$ cat src/rtl/core/flash_toggle_bit_program_erase_macros.svh
// ----------------------------------------------------------------------------
// flash toggle-bit sequencer assertion macros
// shared assertion wrappers, compiled out when NO_ASSERTIONS is defined
// ----------------------------------------------------------------------------
`ifndef FLASH_TOGGLE_BIT_PROGRAM_ERASE_MACROS_SVH
`define FLASH_TOGGLE_BIT_PROGRAM_ERASE_MACROS_SVH

`ifndef NO_ASSERTIONS

// plain property on clk, off during reset
`define FTB_ASSERT(name, prop, msg) \
	name: assert property (@(posedge clk) disable iff (!arst_n) (prop)) else $error(msg);

// same-cycle implication on clk, off during reset
`define FTB_ASSERT_IMPL(name, ante, cons, msg) \
	name: assert property (@(posedge clk) disable iff (!arst_n) (ante) |-> (cons)) \
		else $error(msg);

`else

`define FTB_ASSERT(name, prop, msg)
`define FTB_ASSERT_IMPL(name, ante, cons, msg)

`endif

`endif

$ cat src/rtl/core/ftb_pkg.sv
// ----------------------------------------------------------------------------
// ftb_pkg
// types and constants of the flash toggle-bit program/erase sequencer
// ----------------------------------------------------------------------------
`timescale 1ns / 1ps

package ftb_pkg;

	localparam int ADDR_W = 24;
	localparam int DATA_W = 8;

	// command codes
	localparam logic [1:0] CMD_PROGRAM = 2'd0;
	localparam logic [1:0] CMD_ERASE   = 2'd1;
	localparam logic [1:0] CMD_STATUS  = 2'd2;

	// result kinds
	localparam logic [1:0] KIND_WRITE = 2'd0;
	localparam logic [1:0] KIND_READ  = 2'd1;
	localparam logic [1:0] KIND_DONE  = 2'd2;

	// unlock cycle addresses and data
	localparam logic [ADDR_W-1:0] UNLOCK_ADDR1 = 24'h000AAA;
	localparam logic [ADDR_W-1:0] UNLOCK_ADDR2 = 24'h000555;
	localparam logic [DATA_W-1:0] UNLOCK_DATA1 = 8'hAA;
	localparam logic [DATA_W-1:0] UNLOCK_DATA2 = 8'h55;
	localparam logic [DATA_W-1:0] PROGRAM_DATA = 8'hA0;
	localparam logic [DATA_W-1:0] ERASE_SETUP  = 8'h80;
	localparam logic [DATA_W-1:0] ERASE_SECTOR = 8'h30;

	// irregular sector map
	localparam logic [DATA_W-1:0] SECTOR_A = 8'd8;
	localparam logic [DATA_W-1:0] SECTOR_B = 8'd9;
	localparam logic [DATA_W-1:0] SECTOR_C = 8'd10;
	localparam logic [ADDR_W-1:0] SECTOR_A_ADDR = 24'h078000;
	localparam logic [ADDR_W-1:0] SECTOR_B_ADDR = 24'h07A000;
	localparam logic [ADDR_W-1:0] SECTOR_C_ADDR = 24'h07C000;

	// status byte bits
	localparam int STAT_TOGGLE  = 6;
	localparam int STAT_TIMEOUT = 5;
	localparam int STAT_POLL    = 7;

	// job queue
	localparam int JOB_DEPTH = 4;
	localparam int JOB_PTR_W = $clog2(JOB_DEPTH);
	localparam int JOB_CNT_W = $clog2(JOB_DEPTH + 1);

	// back-end step counter, longest job has seven results
	localparam int STEP_W = 3;
	localparam logic [STEP_W-1:0] LAST_PROGRAM = 3'd4;
	localparam logic [STEP_W-1:0] LAST_ERASE   = 3'd6;
	localparam logic [STEP_W-1:0] LAST_SINGLE  = 3'd0;

	typedef enum logic [1:0] {
		PH_IDLE,
		PH_FIRST,
		PH_POLL,
		PH_RECHECK
	} phase_t;

	typedef enum logic [1:0] {
		OP_PROGRAM,
		OP_ERASE,
		OP_READ,
		OP_DONE
	} job_op_t;

	typedef struct packed {
		job_op_t           op;
		logic [ADDR_W-1:0] address;
		logic [DATA_W-1:0] data;
		logic              success;
	} job_t;

	typedef struct packed {
		logic [1:0]        cmd;
		logic [ADDR_W-1:0] address;
		logic [DATA_W-1:0] data;
		logic [DATA_W-1:0] sector;
		logic [DATA_W-1:0] read_data;
	} in_item_t;

	typedef struct packed {
		logic [1:0]        kind;
		logic [ADDR_W-1:0] bus_address;
		logic [DATA_W-1:0] bus_data;
		logic              success;
		logic              last;
	} out_item_t;

endpackage

$ cat src/rtl/core/ftb_front.sv
// ----------------------------------------------------------------------------
// ftb_front
// accepts commands and status bytes, tracks the polling phase, queues jobs
// ----------------------------------------------------------------------------
`timescale 1ns / 1ps

module ftb_front import ftb_pkg::*; #(
	parameter int ADDR_BITS = 24
) (
	input  logic     clk,
	input  logic     arst_n,
	input  logic     in_valid,
	output logic     in_ready,
	input  in_item_t in_item,
	input  logic     job_full,
	output logic     job_push,
	output job_t     job
);

	localparam int TGT_W = (ADDR_BITS < ADDR_W) ? ADDR_BITS : ADDR_W;

	phase_t            phase_q, phase_d;
	logic              is_erase_q;
	logic [TGT_W-1:0]  tgt_q;
	logic              saved_q;
	logic              accept;
	logic              t6;
	logic              toggled;
	logic              rc_busy;
	logic [ADDR_W-1:0] sector_addr;
	logic [TGT_W-1:0]  tgt_prog;
	logic [TGT_W-1:0]  tgt_erase;

	assign in_ready = !job_full;
	assign accept   = in_valid && in_ready;
	assign t6       = in_item.read_data[STAT_TOGGLE];
	assign toggled  = t6 != saved_q;
	assign rc_busy  = toggled && (!is_erase_q || !in_item.read_data[STAT_POLL]);

	always_comb begin
		case (in_item.sector)
			SECTOR_A: sector_addr = SECTOR_A_ADDR;
			SECTOR_B: sector_addr = SECTOR_B_ADDR;
			SECTOR_C: sector_addr = SECTOR_C_ADDR;
			default:  sector_addr = {in_item.sector, 16'h0000};
		endcase
	end

	assign tgt_prog  = TGT_W'(in_item.address);
	assign tgt_erase = TGT_W'(sector_addr);

	// next phase
	always_comb begin
		phase_d = phase_q;
		if (accept) begin
			unique case (phase_q)
				PH_IDLE: begin
					if (in_item.cmd == CMD_PROGRAM || in_item.cmd == CMD_ERASE)
						phase_d = PH_FIRST;
				end
				PH_FIRST: begin
					if (in_item.cmd == CMD_STATUS)
						phase_d = PH_POLL;
				end
				PH_POLL: begin
					if (in_item.cmd == CMD_STATUS) begin
						if (!toggled)
							phase_d = PH_IDLE;
						else if (in_item.read_data[STAT_TIMEOUT])
							phase_d = PH_RECHECK;
					end
				end
				PH_RECHECK: begin
					if (in_item.cmd == CMD_STATUS)
						phase_d = PH_IDLE;
				end
				default: phase_d = PH_IDLE;
			endcase
		end
	end

	// job generation
	always_comb begin
		job_push    = 1'b0;
		job.op      = OP_READ;
		job.address = ADDR_W'(tgt_q);
		job.data    = in_item.data;
		job.success = 1'b0;
		unique case (phase_q)
			PH_IDLE: begin
				if (in_item.cmd == CMD_PROGRAM) begin
					job_push    = accept;
					job.op      = OP_PROGRAM;
					job.address = ADDR_W'(tgt_prog);
				end else if (in_item.cmd == CMD_ERASE) begin
					job_push    = accept;
					job.op      = OP_ERASE;
					job.address = ADDR_W'(tgt_erase);
				end
			end
			PH_FIRST: begin
				job_push = accept && in_item.cmd == CMD_STATUS;
			end
			PH_POLL: begin
				job_push = accept && in_item.cmd == CMD_STATUS;
				if (!toggled) begin
					job.op      = OP_DONE;
					job.success = 1'b1;
				end
			end
			PH_RECHECK: begin
				job_push    = accept && in_item.cmd == CMD_STATUS;
				job.op      = OP_DONE;
				job.success = !rc_busy;
			end
			default: job_push = 1'b0;
		endcase
	end

	always_ff @(posedge clk or negedge arst_n) begin
		if (!arst_n) begin
			phase_q    <= PH_IDLE;
			is_erase_q <= 1'b0;
			tgt_q      <= '0;
			saved_q    <= 1'b0;
		end else begin
			phase_q <= phase_d;
			if (accept && phase_q == PH_IDLE) begin
				if (in_item.cmd == CMD_PROGRAM) begin
					tgt_q      <= tgt_prog;
					is_erase_q <= 1'b0;
				end else if (in_item.cmd == CMD_ERASE) begin
					tgt_q      <= tgt_erase;
					is_erase_q <= 1'b1;
				end
			end
			if (accept && phase_q != PH_IDLE && in_item.cmd == CMD_STATUS)
				saved_q <= t6;
		end
	end

endmodule

$ cat src/rtl/core/ftb_fifo.sv
// ----------------------------------------------------------------------------
// ftb_fifo
// short job queue between the front and back ends
// ----------------------------------------------------------------------------
`timescale 1ns / 1ps

module ftb_fifo import ftb_pkg::*; (
	input  logic clk,
	input  logic arst_n,
	input  logic push,
	input  job_t push_job,
	output logic full,
	input  logic pop,
	output job_t pop_job,
	output logic empty
);

	job_t                 mem_q [JOB_DEPTH];
	logic [JOB_PTR_W-1:0] wr_ptr_q;
	logic [JOB_PTR_W-1:0] rd_ptr_q;
	logic [JOB_CNT_W-1:0] count_q;
	logic                 do_push;
	logic                 do_pop;

	assign full    = count_q == JOB_CNT_W'(JOB_DEPTH);
	assign empty   = count_q == '0;
	assign do_push = push && !full;
	assign do_pop  = pop && !empty;
	assign pop_job = mem_q[rd_ptr_q];

	always_ff @(posedge clk) begin
		if (do_push)
			mem_q[wr_ptr_q] <= push_job;
	end

	always_ff @(posedge clk or negedge arst_n) begin
		if (!arst_n) begin
			wr_ptr_q <= '0;
			rd_ptr_q <= '0;
			count_q  <= '0;
		end else begin
			if (do_push)
				wr_ptr_q <= wr_ptr_q + 1'b1;
			if (do_pop)
				rd_ptr_q <= rd_ptr_q + 1'b1;
			if (do_push && !do_pop)
				count_q <= count_q + 1'b1;
			else if (do_pop && !do_push)
				count_q <= count_q - 1'b1;
		end
	end

endmodule

$ cat src/rtl/core/ftb_back.sv
// ----------------------------------------------------------------------------
// ftb_back
// expands queued jobs into flash bus results, one per cycle when out_ready
// ----------------------------------------------------------------------------
`timescale 1ns / 1ps

module ftb_back import ftb_pkg::*; (
	input  logic      clk,
	input  logic      arst_n,
	input  logic      job_valid,
	input  job_t      job_in,
	output logic      job_pop,
	output logic      out_valid,
	input  logic      out_ready,
	output out_item_t out_item
);

	job_t              job_q;
	logic              busy_q;
	logic [STEP_W-1:0] step_q;
	logic              out_valid_q;
	out_item_t         out_item_q;
	logic              load;
	logic              emit;
	logic              last_step;
	logic [STEP_W-1:0] last_idx;
	out_item_t         cur;

	always_comb begin
		unique case (job_q.op)
			OP_PROGRAM: last_idx = LAST_PROGRAM;
			OP_ERASE:   last_idx = LAST_ERASE;
			default:    last_idx = LAST_SINGLE;
		endcase
	end

	assign load      = !out_valid_q || out_ready;
	assign emit      = busy_q && load;
	assign last_step = step_q == last_idx;
	assign job_pop   = job_valid && (!busy_q || (emit && last_step));

	// result for the current step
	always_comb begin
		cur.kind        = KIND_WRITE;
		cur.bus_address = job_q.address;
		cur.bus_data    = '0;
		cur.success     = 1'b0;
		cur.last        = last_step;
		unique case (job_q.op)
			OP_PROGRAM: begin
				case (step_q)
					3'd0: begin
						cur.bus_address = UNLOCK_ADDR1;
						cur.bus_data    = UNLOCK_DATA1;
					end
					3'd1: begin
						cur.bus_address = UNLOCK_ADDR2;
						cur.bus_data    = UNLOCK_DATA2;
					end
					3'd2: begin
						cur.bus_address = UNLOCK_ADDR1;
						cur.bus_data    = PROGRAM_DATA;
					end
					3'd3: cur.bus_data = job_q.data;
					default: cur.kind = KIND_READ;
				endcase
			end
			OP_ERASE: begin
				case (step_q)
					3'd0, 3'd3: begin
						cur.bus_address = UNLOCK_ADDR1;
						cur.bus_data    = UNLOCK_DATA1;
					end
					3'd1, 3'd4: begin
						cur.bus_address = UNLOCK_ADDR2;
						cur.bus_data    = UNLOCK_DATA2;
					end
					3'd2: begin
						cur.bus_address = UNLOCK_ADDR1;
						cur.bus_data    = ERASE_SETUP;
					end
					3'd5: cur.bus_data = ERASE_SECTOR;
					default: cur.kind = KIND_READ;
				endcase
			end
			OP_READ: cur.kind = KIND_READ;
			OP_DONE: begin
				cur.kind    = KIND_DONE;
				cur.success = job_q.success;
			end
			default: cur.kind = KIND_READ;
		endcase
	end

	always_ff @(posedge clk or negedge arst_n) begin
		if (!arst_n) begin
			busy_q      <= 1'b0;
			step_q      <= '0;
			out_valid_q <= 1'b0;
		end else begin
			if (job_pop) begin
				busy_q <= 1'b1;
				step_q <= '0;
			end else if (emit && last_step) begin
				busy_q <= 1'b0;
			end else if (emit) begin
				step_q <= step_q + 1'b1;
			end
			if (load)
				out_valid_q <= emit;
		end
	end

	always_ff @(posedge clk) begin
		if (job_pop)
			job_q <= job_in;
		if (emit)
			out_item_q <= cur;
	end

	assign out_valid = out_valid_q;
	assign out_item  = out_item_q;

endmodule

$ cat src/rtl/core/flash_toggle_bit_program_erase.sv
// ----------------------------------------------------------------------------
// flash_toggle_bit_program_erase
// an item's job goes through the job queue and back-end job register to the output register
// throughput: program 5 results, erase 7, status byte 1, one per cycle while out_ready
// a new item is taken every cycle while the 4-entry job queue has room
// reset clears polling phase, target, job queue and output valid at once
// ----------------------------------------------------------------------------
`timescale 1ns / 1ps
`include "flash_toggle_bit_program_erase_macros.svh"

module flash_toggle_bit_program_erase import ftb_pkg::*; #(
	parameter int ADDR_BITS = 24
) (
	input  logic      clk,
	input  logic      arst_n,
	input  logic      in_valid,
	output logic      in_ready,
	input  in_item_t  in_item,
	output logic      out_valid,
	input  logic      out_ready,
	output out_item_t out_item
);

	// front to queue
	logic job_push;
	job_t push_job;
	logic job_full;

	// queue to back
	logic job_pop;
	job_t pop_job;
	logic job_empty;

	// result decode for the checks below
	logic res_done;
	logic res_read;
	logic res_write;
	logic res_ok;

	// front: decodes each transfer against the polling phase, owns the
	// target address and last toggle bit, and turns accepted items into jobs as the phase allows
	ftb_front #(
		.ADDR_BITS(ADDR_BITS)
	) u_front (
		.clk      (clk),
		.arst_n   (arst_n),
		.in_valid (in_valid),
		.in_ready (in_ready),
		.in_item  (in_item),
		.job_full (job_full),
		.job_push (job_push),
		.job      (push_job)
	);

	// queue: lets a long erase sequence drain while more items come in
	ftb_fifo u_fifo (
		.clk      (clk),
		.arst_n   (arst_n),
		.push     (job_push),
		.push_job (push_job),
		.full     (job_full),
		.pop      (job_pop),
		.pop_job  (pop_job),
		.empty    (job_empty)
	);

	// back: steps through the unlock writes and read/done results of a job,
	// with a registered output that keeps going while downstream takes data
	ftb_back u_back (
		.clk       (clk),
		.arst_n    (arst_n),
		.job_valid (!job_empty),
		.job_in    (pop_job),
		.job_pop   (job_pop),
		.out_valid (out_valid),
		.out_ready (out_ready),
		.out_item  (out_item)
	);

	assign res_done  = out_valid && out_item.kind == KIND_DONE;
	assign res_read  = out_valid && out_item.kind == KIND_READ;
	assign res_write = out_valid && out_item.kind == KIND_WRITE;
	assign res_ok    = out_valid && out_item.success;

	// every single-result job closes its item
	`FTB_ASSERT_IMPL(a_done_is_last, res_done, out_item.last, "done result without last")
	`FTB_ASSERT_IMPL(a_read_is_last, res_read, out_item.last, "read request without last")
	// a bus write is never the last result of its job
	`FTB_ASSERT_IMPL(a_write_not_last, res_write, !out_item.last, "bus write marked last")
	`FTB_ASSERT(a_success_on_done, !res_ok || res_done, "success outside done")

endmodule
$ cat config.mk
export PLATFORM = sky130hd
export DESIGN_NAME = flash_toggle_bit_program_erase
export DESIGN_NICKNAME = d
export VERILOG_FILES = /design/src/rtl/core/ftb_pkg.sv /design/src/rtl/core/ftb_front.sv /design/src/rtl/core/ftb_fifo.sv /design/src/rtl/core/ftb_back.sv /design/src/rtl/core/flash_toggle_bit_program_erase.sv
export VERILOG_INCLUDE_DIRS = /design/src /design/src/rtl/core
export SDC_FILE = /design/constraint.sdc
export NUM_CORES = 1
export LEC_CHECK = 0
export ABC_AREA = 1
export BUFFER_PORTS_ARGS = -buffer_cell sky130_fd_sc_hd__buf_2
export CORE_MARGIN = 2
export CORE_UTILIZATION = 50
export DETAILED_ROUTE_END_ITERATION = 6
export HOLD_SLACK_MARGIN = 0.06
export PLACE_DENSITY = 0.69
export SLEW_MARGIN = 30
export SYNTH_ARGS = -nofsm -noshare
export SYNTH_HDL_FRONTEND = slang
export SYNTH_HIERARCHICAL = 1
export SYNTH_SLANG_ARGS = --single-unit
$ cat constraint.sdc
create_clock -name clk -period 5.81 [get_ports clk]
set_input_delay 0.8715 -clock clk [delete_from_list [all_inputs] [get_ports clk]]
set_output_delay 0.8715 -clock clk [all_outputs]
set_load 0.02 [all_outputs]
### Yosys cells after proc, flatten, opt, wreduce, memory -nomap -nowiden

Memories as Yosys holds them, arrays and structs flattened. A register that Yosys moved wholly into a read port is not among the register bits.
Cells that the tools add are included.

| storage, ports and cells | value |
|---|---|
| register bits after elaboration | 76 |
| memory bits (writable) | 140 |
| input bits | 54 |
| output and inout port bits | 38 |
| word-level logic and storage cells | 132 |
| memories kept | 1 |

Memory list:

| name | words | bits a word | read ports | clocked after memory_dff | write ports | line | text |
|---|---|---|---|---|---|---|---|
| u_fifo.mem_q | 4 | 35 | 1 | 1 | 1 | ftb_fifo.sv:18 | `job_t mem_q [JOB_DEPTH];` |

| operators by class | value |
|---|---|
| $add $sub $neg | 5 |
| equal/unequal tests | 25 |
| mux-type cells | 40 |
| reductions and logical operators | 46 |

Operators with widths:

| kind | number |
|---|---|
| 24-bit one-hot mux with 2 select lines | 2 |
| 24-bit 2-to-1 mux | 3 |
| 24-bit one-hot mux with 3 select lines | 1 |
| 32-bit one-hot mux with 2 select lines | 1 |
| 8-bit one-hot mux with 4 select lines | 2 |
| 26-bit 2-to-1 mux | 2 |
| 8-bit by 4-bit equality test with 1-bit output, second input constant | 3 |
| 2-bit one-hot mux with 4 select lines | 2 |
| 3-bit 2-to-1 mux | 5 |
| 1-bit logical AND | 13 |
| 1-bit 2-to-1 mux | 12 |
| 2-bit 2-to-1 mux | 6 |
| 2-bit equality test, second input constant | 5 |
| 2-bit nonzero test | 5 |
| 3-bit equality test, second input constant | 3 |
| 1-bit zero test | 9 |
| 2-bit by 1-bit != test with 1-bit output, second input constant | 4 |
| 3-bit by 1-bit adder with 3-bit output, second input constant | 2 |
| 2-bit by 1-bit equality test with 1-bit output, second input constant | 3 |
| 3-bit by 2-bit equality test with 1-bit output, second input constant | 2 |
| 2-bit zero test | 3 |
| 3-bit zero test | 2 |
| 2-bit one-hot mux with 3 select lines | 1 |
| 3-bit one-hot mux with 2 select lines | 1 |
| 15 further kinds | 24 |

### Longest topological paths before layout

Gate-level depths: netlist of run 1.

| depth | value |
|---|---|
| depth after elaboration | 11 |
| mapped depth | 18 |
| depth with buffers taken out | 18 |

### Cells and area by module

Netlist of run 1, hierarchy kept.

Modules (own cells, without submodules):

| module | times used | cells each | area each (um^2) | sequential area each (um^2) |
|---|---|---|---|---|
| ftb_fifo | 1 | 469 | 5,999.5 | 4,379.2 |
| ftb_back | 1 | 254 | 3,173.0 | 2,257.2 |
| ftb_front | 1 | 283 | 1,909.3 | 700.7 |
| flash_toggle_bit_program_erase | 1 | 1 | 3.8 | 0.0 |

### Worst setup path after synthesis of run 1

OpenSTA, ideal clock, no wires.

| timing path | value |
|---|---|
| path type | in2reg |
| start point | input out_ready |
| end point | register u_fifo.count_q[1] |
| library setup time | 0.126 ns |
| data arrival time | 5.204 ns |
| data required time | 5.684 ns |
| path slack | 0.480 ns |
| cell stages on the path | 10 |
| buffers on the path | 0 |
| cell sequence | nor2_1 -> nor2_2 -> nand3_1 -> a21oi_1 -> nand2_1 -> ha_1 -> inv_1 -> fa_1 -> nand2_1 -> o21ai_0 |

| between the ends | value |
|---|---|
| longest elaborated chain between the ends | 9 |
| elaborated cells on any way between the ends | 11 |
| classes of those cells | mux: 1; reduce/logical: 10 |

Ends and longest elaborated chain:

| what | line | text |
|---|---|---|
| from (decl) | flash_toggle_bit_program_erase.sv:20 | `input logic out_ready,` |
| 1-bit logical OR * | ftb_back.sv:37 | `assign load = !out_valid_q \|\| out_ready;` |
| 1-bit logical AND * | ftb_back.sv:38 | `assign emit = busy_q && load;` |
| via u_back.emit | ftb_back.sv:24 | `logic emit;` |
| 1-bit logical AND * | ftb_back.sv:40 | `assign job_pop = job_valid && (!busy_q \|\| (emit && last_step));` |
| 1-bit logical OR * | ftb_back.sv:40 |  |
| 1-bit logical AND * | ftb_back.sv:40 |  |
| via job_pop | flash_toggle_bit_program_erase.sv:30 | `logic job_pop;` |
| 1-bit logical AND * | ftb_fifo.sv:28 | `assign do_pop = pop && !empty;` |
| 1-bit zero test | ftb_fifo.sv:46 | `if (do_push && !do_pop)` |
| 1-bit logical AND | ftb_fifo.sv:46 |  |
| 3-bit 2-to-1 mux or 2-bit nonzero test (tied branches) | n/a |  |
| to (signal assigned) | ftb_fifo.sv:47 | `count_q <= count_q + 1'b1;` |
| to (signal assigned) | ftb_fifo.sv:49 | `count_q <= count_q - 1'b1;` |
| to (decl) | ftb_fifo.sv:21 | `logic [JOB_CNT_W-1:0] count_q;` |

The timed path passes the listed nets; every way through them passes the cells marked *.
A chain may end at the register's enable or synchronous reset.

### Worst setup path after layout of run 1

| timing path | value |
|---|---|
| start point | register u_back.busy_q |
| end point | register u_fifo.count_q[1] |

| between the ends | value |
|---|---|
| longest elaborated chain between the ends | 8 |
| elaborated cells on any way between the ends | 11 |
| classes of those cells | mux: 1; reduce/logical: 10 |

Ends and longest elaborated chain:

| what | line | text |
|---|---|---|
| from (decl) | ftb_back.sv:19 | `logic busy_q;` |
| from (signal assigned) | ftb_back.sv:97 | `busy_q <= 1'b0;` |
| from (signal assigned) | ftb_back.sv:102 | `busy_q <= 1'b1;` |
| from (signal assigned) | ftb_back.sv:105 | `busy_q <= 1'b0;` |
| 1-bit logical AND * | ftb_back.sv:38 |  |
| via u_back.emit | ftb_back.sv:24 |  |
| 1-bit logical AND * | ftb_back.sv:40 |  |
| 1-bit logical OR * | ftb_back.sv:40 |  |
| 1-bit logical AND * | ftb_back.sv:40 |  |
| via job_pop | flash_toggle_bit_program_erase.sv:30 |  |
| 1-bit logical AND * | ftb_fifo.sv:28 |  |
| 1-bit zero test | ftb_fifo.sv:46 |  |
| 1-bit logical AND | ftb_fifo.sv:46 |  |
| 3-bit 2-to-1 mux or 2-bit nonzero test (tied branches) | n/a |  |

Marks and branches as above.

==> flow_summary.html, run 1 <==
<table>
<tr><th>Metric</th><th>Value</th></tr>
<tr><th colspan="2">Outcome</th></tr>
<tr><td>Run status</td><td>completed</td></tr>
<tr><th colspan="2">Synth</th></tr>
<tr><td>Number of distinct library cells after synthesis</td><td>39</td></tr>
<tr><td>Share of synthesized area occupied by flip-flops and latches</td><td>between 60% and 70%</td></tr>
<tr><td>Post-Syn Area per Cell</td><td>roughly 11 sq um</td></tr>
<tr><td>Netlist Area Pre-Place</td><td>approximately 11000 sq um</td></tr>
<tr><td>Post-synthesis register bit count</td><td>~250</td></tr>
<tr><td>Net count of the mapped netlist</td><td>roughly 1100</td></tr>
<tr><td>Syn. warnings</td><td>6</td></tr>
<tr><td>Synth Instances</td><td>between 1000 and 1500</td></tr>
<tr><th colspan="2">Final layout</th></tr>
<tr><td>Footprint of the flip-flops and latches</td><td>roughly 7300 sq um</td></tr>
<tr><td>Share of post-route cells with drive strength above 1</td><td>around 16%</td></tr>
<tr><td>Number of antenna cells inserted</td><td>0</td></tr>
<tr><td>Number of nets in the final layout</td><td>~1200</td></tr>
<tr><td>Total area of multi-input combinational cells</td><td>between 2000 and 3000 sq um</td></tr>
<tr><td>Layout area overhead</td><td>12.9%</td></tr>
<tr><td>Filler cells</td><td>about 1800</td></tr>
<tr><th colspan="2">Global routing</th></tr>
<tr><td>Largest net degree at the start of global routing</td><td>75</td></tr>
<tr><td>Overflow left after global routing</td><td>0</td></tr>
<tr><td>Gr usage total</td><td>between 10% and 20%</td></tr>
<tr><td>Global-route wire length before repair</td><td>33.1 mm</td></tr>
<tr><td>Initial antenna violation count</td><td>0</td></tr>
<tr><td>Number of global-route vias before repair</td><td>6500</td></tr>
<tr><th colspan="2">Power and ir drop</th></tr>
<tr><td>Cell internal power dissipation</td><td>around 4.1 mW</td></tr>
<tr><td>Sw Share</td><td>34.5%</td></tr>
<tr><td>Share of power burned in the clock network</td><td>a little over a quarter</td></tr>
<tr><td>Pwr Total</td><td>approximately 6.3 mW</td></tr>
<tr><td>Combinational Power Share</td><td>around 30%</td></tr>
<tr><td>Cell leakage power</td><td>~5.3 nW</td></tr>
<tr><td>Switching power of the nets</td><td>approximately 2.2 mW</td></tr>
<tr><td>Worst voltage drop across the vdd grid</td><td>269 uV</td></tr>
<tr><td>P per Cell Area</td><td>approximately 500 nW/um^2</td></tr>
<tr><td>Proportion of power drawn by flip-flops and latches</td><td>43.9%</td></tr>
<tr><th colspan="2">Worst setup path</th></tr>
<tr><td>Type of origin of the critical path</td><td>flop</td></tr>
<tr><td>CP Cell Sequence</td><td>inv_1 &gt; nor2_4 &gt; buf_4 &gt; nand3_1 &gt; a21oi_4 &gt; buf_4 &gt; nand2_1 &gt; ha_1 &gt; inv_1 &gt; fa_1 &gt; nand2_1 &gt; o21ai_0</td></tr>
<tr><td>Highest net fanout along the worst path</td><td>40</td></tr>
<tr><td>Crit-path slowest cell</td><td>sky130_fd_sc_hd__dfrtp_1</td></tr>
<tr><td>Max incr delay on CP</td><td>about 0.49 ns</td></tr>
<tr><td>Category of the most critical setup path</td><td>flop to flop</td></tr>
<tr><td>Critical path required time</td><td>roughly 6.2 ns</td></tr>
<tr><td>Nature of the critical path endpoint</td><td>flop</td></tr>
<tr><td>Data arrival time of the critical path</td><td>3.63 ns</td></tr>
<tr><th colspan="2">Drt</th></tr>
<tr><td>Number of DRC violations after detailed-routing iteration 0</td><td>407</td></tr>
<tr><td>First-pass iteration count of the detailed router</td><td>5</td></tr>
<tr><td>Total wire length after detailed routing</td><td>around 20 mm</td></tr>
<tr><td>Remaining DRCs</td><td>0</td></tr>
<tr><td>Routed WL per cell</td><td>14.6 um</td></tr>
<tr><td>Total via count after detailed routing</td><td>7035</td></tr>
<tr><td>Vias/cell</td><td>about 5.1</td></tr>
<tr><td>DRT antenna net count</td><td>0</td></tr>
<tr><th colspan="2">Die</th></tr>
<tr><td>Die footprint</td><td>approximately 23000 sq um</td></tr>
<tr><td>I/O pin cnt</td><td>92</td></tr>
<tr><td>Number of placement rows</td><td>54</td></tr>
<tr><td>Die H</td><td>153 um</td></tr>
<tr><td>Initial core utilization</td><td>approximately half</td></tr>
<tr><td>Horizontal extent of the die</td><td>between 150 and 200 um</td></tr>
<tr><td>Core Region</td><td>about 22000 sq um</td></tr>
<tr><th colspan="2">Timing</th></tr>
<tr><td>Maximum clock frequency</td><td>just over 300 MHz</td></tr>
<tr><td>Worst slew margin</td><td>roughly 44%</td></tr>
<tr><td>Max-slew violations</td><td>0</td></tr>
<tr><td>Setup Skew</td><td>about 0.023 ns</td></tr>
<tr><td>Min Clock Period, post-route</td><td>approximately 3.2 ns</td></tr>
<tr><td>Final number of hold-violating endpoints</td><td>0</td></tr>
<tr><td>Setup TNS</td><td>0 ns</td></tr>
<tr><td>Period Utilization, post-route</td><td>a little under three fifths</td></tr>
<tr><td>Setup violations, final</td><td>0</td></tr>
<tr><td>RSZ-0062 raised after global routing</td><td>no</td></tr>
<tr><td>Worst Max-Slew Pin Slew</td><td>0.835 ns</td></tr>
<tr><th colspan="2">Placed design</th></tr>
<tr><td>HPWL Detailed</td><td>roughly 13 mm</td></tr>
<tr><td>IO buf count</td><td>86</td></tr>
<tr><td>Global placement routability congestion</td><td>approximately 0.87</td></tr>
<tr><th colspan="2">Clocking</th></tr>
<tr><td>CTS sink cnt</td><td>approximately 250</td></tr>
<tr><td>Clock buffer count from CTS</td><td>27</td></tr>
<tr><td>Post-CTS setup buffer count</td><td>0</td></tr>
<tr><td>H-tree levels</td><td>1</td></tr>
<tr><td>Clock root buffer</td><td>sky130_fd_sc_hd__clkbuf_16</td></tr>
<tr><td>Number of buffers on the longest clock path</td><td>3</td></tr>
<tr><td>CTS tree</td><td>yes</td></tr>
<tr><td>CTS Hold Buffers Added</td><td>0</td></tr>
<tr><td>Clock-pin slew on the worst setup and hold paths</td><td>0.06 ns</td></tr>
<tr><td>Clock latency reported for the late side of the worst-skew pair</td><td>approximately 0.54 ns</td></tr>
<tr><td>Cts repair resizes</td><td>0</td></tr>
<tr><th colspan="2">Hold path</th></tr>
<tr><td>Worst min-delay path class</td><td>input pin to asynchronous set/reset pin</td></tr>
<tr><th colspan="2">Job</th></tr>
<tr><td>Maximum Capacitance Violations</td><td>0</td></tr>
</table>
-- cell families (layout without fill, tap and decap cells) --
logic type | count (synthesis) | count (layout) | share of synthesized area [%]
fa+ha+maj | 12 | 12 | 1.42
simple gates | 364 | 364 | 13.6
xor+xnor | 2 | 2 | 0.158
compound gates | 183 | 183 | 10.6
flops | 251 | 251 | 66.2
buf+inv | 195 | 291 | 8.09
-- worst max-delay path: cells and delay by family, from the launching register on --
family	cells	cell delay, ns
buf+inv	4	1.11
fa+ha+maj	2	0.65
simple gates	4	0.63
flops	1	0.49
compound gates	2	0.21
-- area by class of cell --
class	instances	share of cell area, %
clock inverter	12	1.14
tap	280	2.80
timing repair buffer	94	3.94
multi-input combinational	561	23.2
clock buffer	35	5.80
sequential	251	58.6
inverter	150	4.51
-- flip-flops by register name, indices dropped and copies added (netlist names) --
name                flops
u_back/step_q           3
u_fifo/count_q          3
u_fifo/mem_q          140
u_fifo/rd_ptr_q         2
u_back/out_item        36
u_back/busy_q           1
u_front/phase_q         2
u_front/saved_q         1
u_front/tgt_q          24
u_back/job_q           35
u_back/out_valid        1
u_front/is_erase_q      1
u_fifo/wr_ptr_q         2
-- synth_stat cells (all sizes together) --
cell / instances / area, sq um
a31oi: 5 / 37.5
nand3: 28 / 145
nand2: 282 / 1110
nor2: 52 / 239
nor3: 1 / 5.00
clkbuf: 9 / 36.3
o2bb2ai: 1 / 8.76
o22ai: 1 / 6.26
o21ai: 76 / 414
dfrtp: 40 / 1000
o2111ai: 4 / 35.0
buf: 36 / 298
o31ai: 5 / 37.5
inv: 149 / 559
nand4: 1 / 6.26
xnor2: 2 / 17.5
ha: 11 / 138
a21oi: 21 / 105
o211ai: 70 / 526
edfxtp: 211 / 6340
fa: 1 / 20.0
clkinv: 1 / 3.75
-- through the flow --
step	cells	hold WS, ns	setup slack [ns]	utilization [%]	instance area [sq um]
5_1_grt	1383	0.374	2.29	57.4	12500
6_report	1383	0.337	2.60	57.4	12500
3_5_place_dp	1336	0.467	2.16	53.4	11600
3_3_place_gp	1336	0.463	2.24	53.3	11600
4_1_cts	1383	0.348	2.57	57.4	12500
2_1_floorplan	1007	0.449	0.480	-	11100
-- cell usage in the layout, fill, tap and decap left out, types with 2 or more instances in the layout --
master,count
sky130_fd_sc_hd__nand3_1,27
sky130_fd_sc_hd__clkinv_1,3
sky130_fd_sc_hd__edfxtp_1,211
sky130_fd_sc_hd__o21ai_0,43
sky130_fd_sc_hd__nand2_4,6
sky130_fd_sc_hd__dfrtp_1,39
sky130_fd_sc_hd__a31oi_1,4
sky130_fd_sc_hd__o21ai_2,7
sky130_fd_sc_hd__o211ai_1,70
sky130_fd_sc_hd__clkbuf_8,2
sky130_fd_sc_hd__buf_4,9
sky130_fd_sc_hd__o2111ai_1,4
sky130_fd_sc_hd__o21ai_1,25
sky130_fd_sc_hd__clkinv_2,6
sky130_fd_sc_hd__nand2_1,273
sky130_fd_sc_hd__o31ai_1,5
sky130_fd_sc_hd__bufinv_16,3
sky130_fd_sc_hd__ha_1,11
sky130_fd_sc_hd__nor2_4,8
sky130_fd_sc_hd__a21oi_1,20
sky130_fd_sc_hd__clkbuf_1,6
sky130_fd_sc_hd__clkbuf_16,27
sky130_fd_sc_hd__inv_2,10
sky130_fd_sc_hd__buf_2,85
sky130_fd_sc_hd__nor2_1,42
sky130_fd_sc_hd__nand2_2,3
sky130_fd_sc_hd__inv_1,138
sky130_fd_sc_hd__xnor2_1,2
-- routing by layer --
metal	global-route usage (%)	wire, um
met2	28.4	9420
met5	0	0
met1	25.0	9430
met3	2.98	1060
met4	3.48	331
-- final timing paths --
check,from,endpoint,slack [ns],cells after the start
min in group clk,u_front/tgt_q[9],u_front/tgt_q[9],0.48,2
worst min-delay path,arst_n,u_back/out_valid,0.34,1
worst max register to register,u_back/busy_q,u_fifo/count_q[1],2.60,12
worst max-delay path,u_back/busy_q,u_fifo/count_q[1],2.60,12
worst min register to register,u_front/tgt_q[9],u_front/tgt_q[9],0.48,2
max in group asynchronous,arst_n,u_fifo/rd_ptr_q[1],5.06,1
-- power groups by stage --
stage	Sequential (mW)	Combinational (mW)	Clock, mW
floorplan	2.87	1.35	0
global placement	2.79	1.82	0
detailed placement	2.80	1.88	0
CTS	2.77	1.88	1.69
global route	2.81	2.12	1.77
finish	2.77	1.87	1.67
(Power assumes the default switching activity.)
==> run 2, diff against run 1 <==
--- a/config.mk
+++ b/config.mk
@@ -12,7 +12,7 @@
 export CORE_UTILIZATION = 50
 export DETAILED_ROUTE_END_ITERATION = 6
 export HOLD_SLACK_MARGIN = 0.06
-export PLACE_DENSITY = 0.69
+export PLACE_DENSITY = 0.71
 export SLEW_MARGIN = 30
 export SYNTH_ARGS = -nofsm -noshare
 export SYNTH_HDL_FRONTEND = slang
==> constraint.sdc (replaced) <==
create_clock -name clk -period 2.9 [get_ports clk]
set_input_delay 0.435 -clock clk [delete_from_list [all_inputs] [get_ports clk]]
set_output_delay 0.435 -clock clk [all_outputs]
set_load 0.02 [all_outputs]
==> flow_summary.html, run 2 (synthesized netlist as in run 1, its figures left out) <==
<table>
<tr><th>Metric</th><th>Value</th></tr>
<tr><th colspan="2">Clocking</th></tr>
<tr><td>Clock-pin slew on the worst setup and hold paths</td><td>0.06 ns (about the same)</td></tr>
<tr><td>Clock root buffer</td><td>sky130_fd_sc_hd__clkbuf_16</td></tr>
<tr><td>Post-CTS setup buffer count</td><td>0 (unchanged)</td></tr>
<tr><td>Clock buffer count from CTS</td><td>27 (unchanged)</td></tr>
<tr><td>CTS Hold Buffers Added</td><td>1 (+1)</td></tr>
<tr><td>CTS tree</td><td>yes</td></tr>
<tr><td>Number of buffers on the longest clock path</td><td>3 (unchanged)</td></tr>
<tr><td>H-tree levels</td><td>1 (unchanged)</td></tr>
<tr><td>CTS sink cnt</td><td>251 (unchanged)</td></tr>
<tr><td>Clock latency reported for the late side of the worst-skew pair</td><td>0.54 ns (about the same)</td></tr>
<tr><td>Cts repair resizes</td><td>0 (unchanged)</td></tr>
<tr><th colspan="2">Drt</th></tr>
<tr><td>Total via count after detailed routing</td><td>7096 (+0.87%)</td></tr>
<tr><td>DRT antenna net count</td><td>0 (unchanged)</td></tr>
<tr><td>Routed WL per cell</td><td>14.6 um (about the same)</td></tr>
<tr><td>Total wire length after detailed routing</td><td>20.4 mm (+0.70%)</td></tr>
<tr><td>Vias/cell</td><td>5.09 (about the same)</td></tr>
<tr><td>Remaining DRCs</td><td>0 (unchanged)</td></tr>
<tr><td>Number of DRC violations after detailed-routing iteration 0</td><td>482 (+18%)</td></tr>
<tr><td>First-pass iteration count of the detailed router</td><td>5 (unchanged)</td></tr>
<tr><th colspan="2">Die</th></tr>
<tr><td>Die footprint</td><td>23400 sq um (unchanged)</td></tr>
<tr><td>Initial core utilization</td><td>50.8% (unchanged)</td></tr>
<tr><td>Core Region</td><td>21800 sq um (unchanged)</td></tr>
<tr><td>Die H</td><td>153 um (unchanged)</td></tr>
<tr><td>Horizontal extent of the die</td><td>153 um (unchanged)</td></tr>
<tr><td>Number of placement rows</td><td>54 (unchanged)</td></tr>
<tr><td>I/O pin cnt</td><td>92 (unchanged)</td></tr>
<tr><th colspan="2">Worst setup path</th></tr>
<tr><td>Critical path required time</td><td>3.31 ns (-2.92 ns)</td></tr>
<tr><td>Crit-path slowest cell</td><td>sky130_fd_sc_hd__edfxtp_1</td></tr>
<tr><td>Category of the most critical setup path</td><td>flop to flop</td></tr>
<tr><td>Most numerous cell on the critical path</td><td>sky130_fd_sc_hd__nand2_1</td></tr>
<tr><td>Max incr delay on CP</td><td>0.61 ns (+0.12 ns)</td></tr>
<tr><td>Type of origin of the critical path</td><td>flop</td></tr>
<tr><td>Highest net fanout along the worst path</td><td>13 (-68%)</td></tr>
<tr><td>Data arrival time of the critical path</td><td>2.95 ns (-0.68 ns)</td></tr>
<tr><td>Nature of the critical path endpoint</td><td>flop</td></tr>
<tr><td>CP Cell Sequence</td><td>inv_1 &gt; nand2_1 &gt; nand2_1 &gt; nand2_1 &gt; nand3_2 &gt; a21oi_4 &gt; nand2_2 &gt; ha_4 &gt; inv_2 &gt; fa_1 &gt; nand2_1 &gt; o21ai_0</td></tr>
<tr><th colspan="2">Global routing</th></tr>
<tr><td>Overflow left after global routing</td><td>0 (unchanged)</td></tr>
<tr><td>Gr usage total</td><td>17.7% (+0.25 points)</td></tr>
<tr><td>Global-route wire length before repair</td><td>33.4 mm (+0.88%)</td></tr>
<tr><td>Number of global-route vias before repair</td><td>6681 (+2.8%)</td></tr>
<tr><td>Largest net degree at the start of global routing</td><td>66 (-12%)</td></tr>
<tr><td>Initial antenna violation count</td><td>0 (unchanged)</td></tr>
<tr><th colspan="2">Power and ir drop</th></tr>
<tr><td>P per Cell Area</td><td>1010 nW/um^2 (+100%)</td></tr>
<tr><td>Cell leakage power</td><td>5.34 nW (+0.80%)</td></tr>
<tr><td>Worst voltage drop across the vdd grid</td><td>531 uV (+97%)</td></tr>
<tr><th colspan="2">Timing</th></tr>
<tr><td>Final number of hold-violating endpoints</td><td>0 (unchanged)</td></tr>
<tr><td>Setup violations, final</td><td>0 (unchanged)</td></tr>
<tr><td>Worst Max-Slew Pin Slew</td><td>0.847 ns (+0.0113 ns)</td></tr>
<tr><td>Worst slew margin</td><td>43.5% (-0.81 points)</td></tr>
<tr><td>Maximum clock frequency</td><td>394 MHz (+26%)</td></tr>
<tr><td>Period Utilization, post-route</td><td>87.6% (+32 points)</td></tr>
<tr><td>Max-slew violations</td><td>0 (unchanged)</td></tr>
<tr><td>Worst Hold Slack</td><td>0.109 ns (-0.227 ns)</td></tr>
<tr><td>Min Clock Period, post-route</td><td>2.54 ns (-0.670 ns)</td></tr>
<tr><td>Setup Skew</td><td>0.0150 ns (-0.00786 ns)</td></tr>
<tr><td>Setup TNS</td><td>0 ns (unchanged)</td></tr>
<tr><td>RSZ-0062 raised after global routing</td><td>no</td></tr>
<tr><th colspan="2">Job</th></tr>
<tr><td>Maximum Capacitance Violations</td><td>0 (unchanged)</td></tr>
<tr><th colspan="2">Final layout</th></tr>
<tr><td>Leading cell types in the layout, fill and taps excluded</td><td>272 x sky130_fd_sc_hd__nand2_1, 211 x sky130_fd_sc_hd__edfxtp_1, 136 x sky130_fd_sc_hd__inv_1, 85 x sky130_fd_sc_hd__buf_2, 70 x sky130_fd_sc_hd__o211ai_1</td></tr>
<tr><td>Number of nets in the final layout</td><td>1158 (+0.61%)</td></tr>
<tr><td>Layout area overhead</td><td>14.2%</td></tr>
<tr><td>Footprint of the flip-flops and latches</td><td>7340 sq um (unchanged)</td></tr>
<tr><td>Total area of multi-input combinational cells</td><td>2920 sq um (+0.65%)</td></tr>
<tr><td>Most frequent standard cell in the layout excluding fill and tap cells</td><td>sky130_fd_sc_hd__nand2_1</td></tr>
<tr><td>Number of flip-flops in the largest register</td><td>140 (unchanged)</td></tr>
<tr><td>Filler cells</td><td>1785 (+0.28%)</td></tr>
<tr><td>Design Area, Final</td><td>12700 sq um (+1.1%)</td></tr>
<tr><td>Biggest register</td><td>u_fifo/mem_q</td></tr>
<tr><td>Share of post-route cells with drive strength above 1</td><td>16.7% (+0.85 points)</td></tr>
<tr><th colspan="2">Placed design</th></tr>
<tr><td>Global placement routability congestion</td><td>0.876 (+1.0%)</td></tr>
<tr><td>IO buf count</td><td>86 (unchanged)</td></tr>
<tr><td>HPWL Detailed</td><td>13.1 mm (+3.4%)</td></tr>
<tr><td>Placed cell areas</td><td>11800 sq um (+1.1%)</td></tr>
<tr><th colspan="2">Outcome</th></tr>
<tr><td>Run status</td><td>completed</td></tr>
<tr><th colspan="2">Hold path</th></tr>
<tr><td>Worst min-delay path class</td><td>input pin to flop</td></tr>
</table>
==> run 2: changes by cell type in the layout (fill, tap and decap cells not counted), moves of 2 or more <==
cell and change:
sky130_fd_sc_hd__buf_12 +5, sky130_fd_sc_hd__clkbuf_8 -2, sky130_fd_sc_hd__clkinv_1 +2, sky130_fd_sc_hd__inv_1 -2
sky130_fd_sc_hd__inv_2 +2
==> run 2: path summary, 6_finish.rpt <==
check	startpoint	to	slack, ns	cells past startpoint
worst max register to register	u_back/job_q[34]	u_fifo/count_q[1]	0.36	12
max in group asynchronous	arst_n	u_front/tgt_q[22]	2.04	2
worst min-delay path	out_ready	u_back/out_valid	0.11	2
min in group asynchronous	arst_n	u_back/out_valid	0.43	2
worst max-delay path	u_back/job_q[34]	u_fifo/count_q[1]	0.36	12
worst min register to register	u_front/tgt_q[18]	u_front/tgt_q[18]	0.48	2
==> run 2: critical path: cells and delay by family, from the launching register on <==
family	cells	cell delay (ns)
AOI/OAI and AO/OA	2	0.29
adders and majority gates	2	0.58
and+or+nand+nor	6	0.73
buffers and inverters	2	0.19
DFF	1	0.61
==> run 2: where the power goes <==
group / internal (mW) / total [mW] / switching [mW]
Sequential: 5.15 / 5.47 / 0.320
Clock: 1.99 / 3.34 / 1.35
Combinational: 1.18 / 3.92 / 2.75
Total: 8.31 / 12.7 / 4.41
==> run 2: area by class of cell <==
cell class / instances / area share (%)
sequential: 251 / 58.0
inverter: 150 / 4.46
antenna: 1 / 0.0198
clock inverter: 16 / 1.32
multi-input combinational: 561 / 23.1
clock buffer: 34 / 5.55
timing repair buffer: 101 / 4.82
tap: 280 / 2.77
==> run 2: metrics by stage <==
stage / power [mW] / utilization [%] / instances / setup slack (ns)
floorplan: 8.47 / - / 1007 / -0.315
global placement: 9.32 / 53.9 / 1342 / 0.518
finish: 12.7 / 58.0 / 1394 / 0.361
CTS: 12.8 / 58.0 / 1393 / 0.406
global route: 13.5 / 58.0 / 1393 / 0.196
detailed placement: 9.47 / 54.0 / 1342 / 0.413
==> run 2: metal layers <==
layer / routed length [um] / track usage, % / part of all wire [%]
met5: 0 / 0 / 0
met4: 398 / 5.42 / 2.0
met3: 1170 / 2.72 / 5.7
met2: 9570 / 29.3 / 47
met1: 9250 / 24.3 / 45
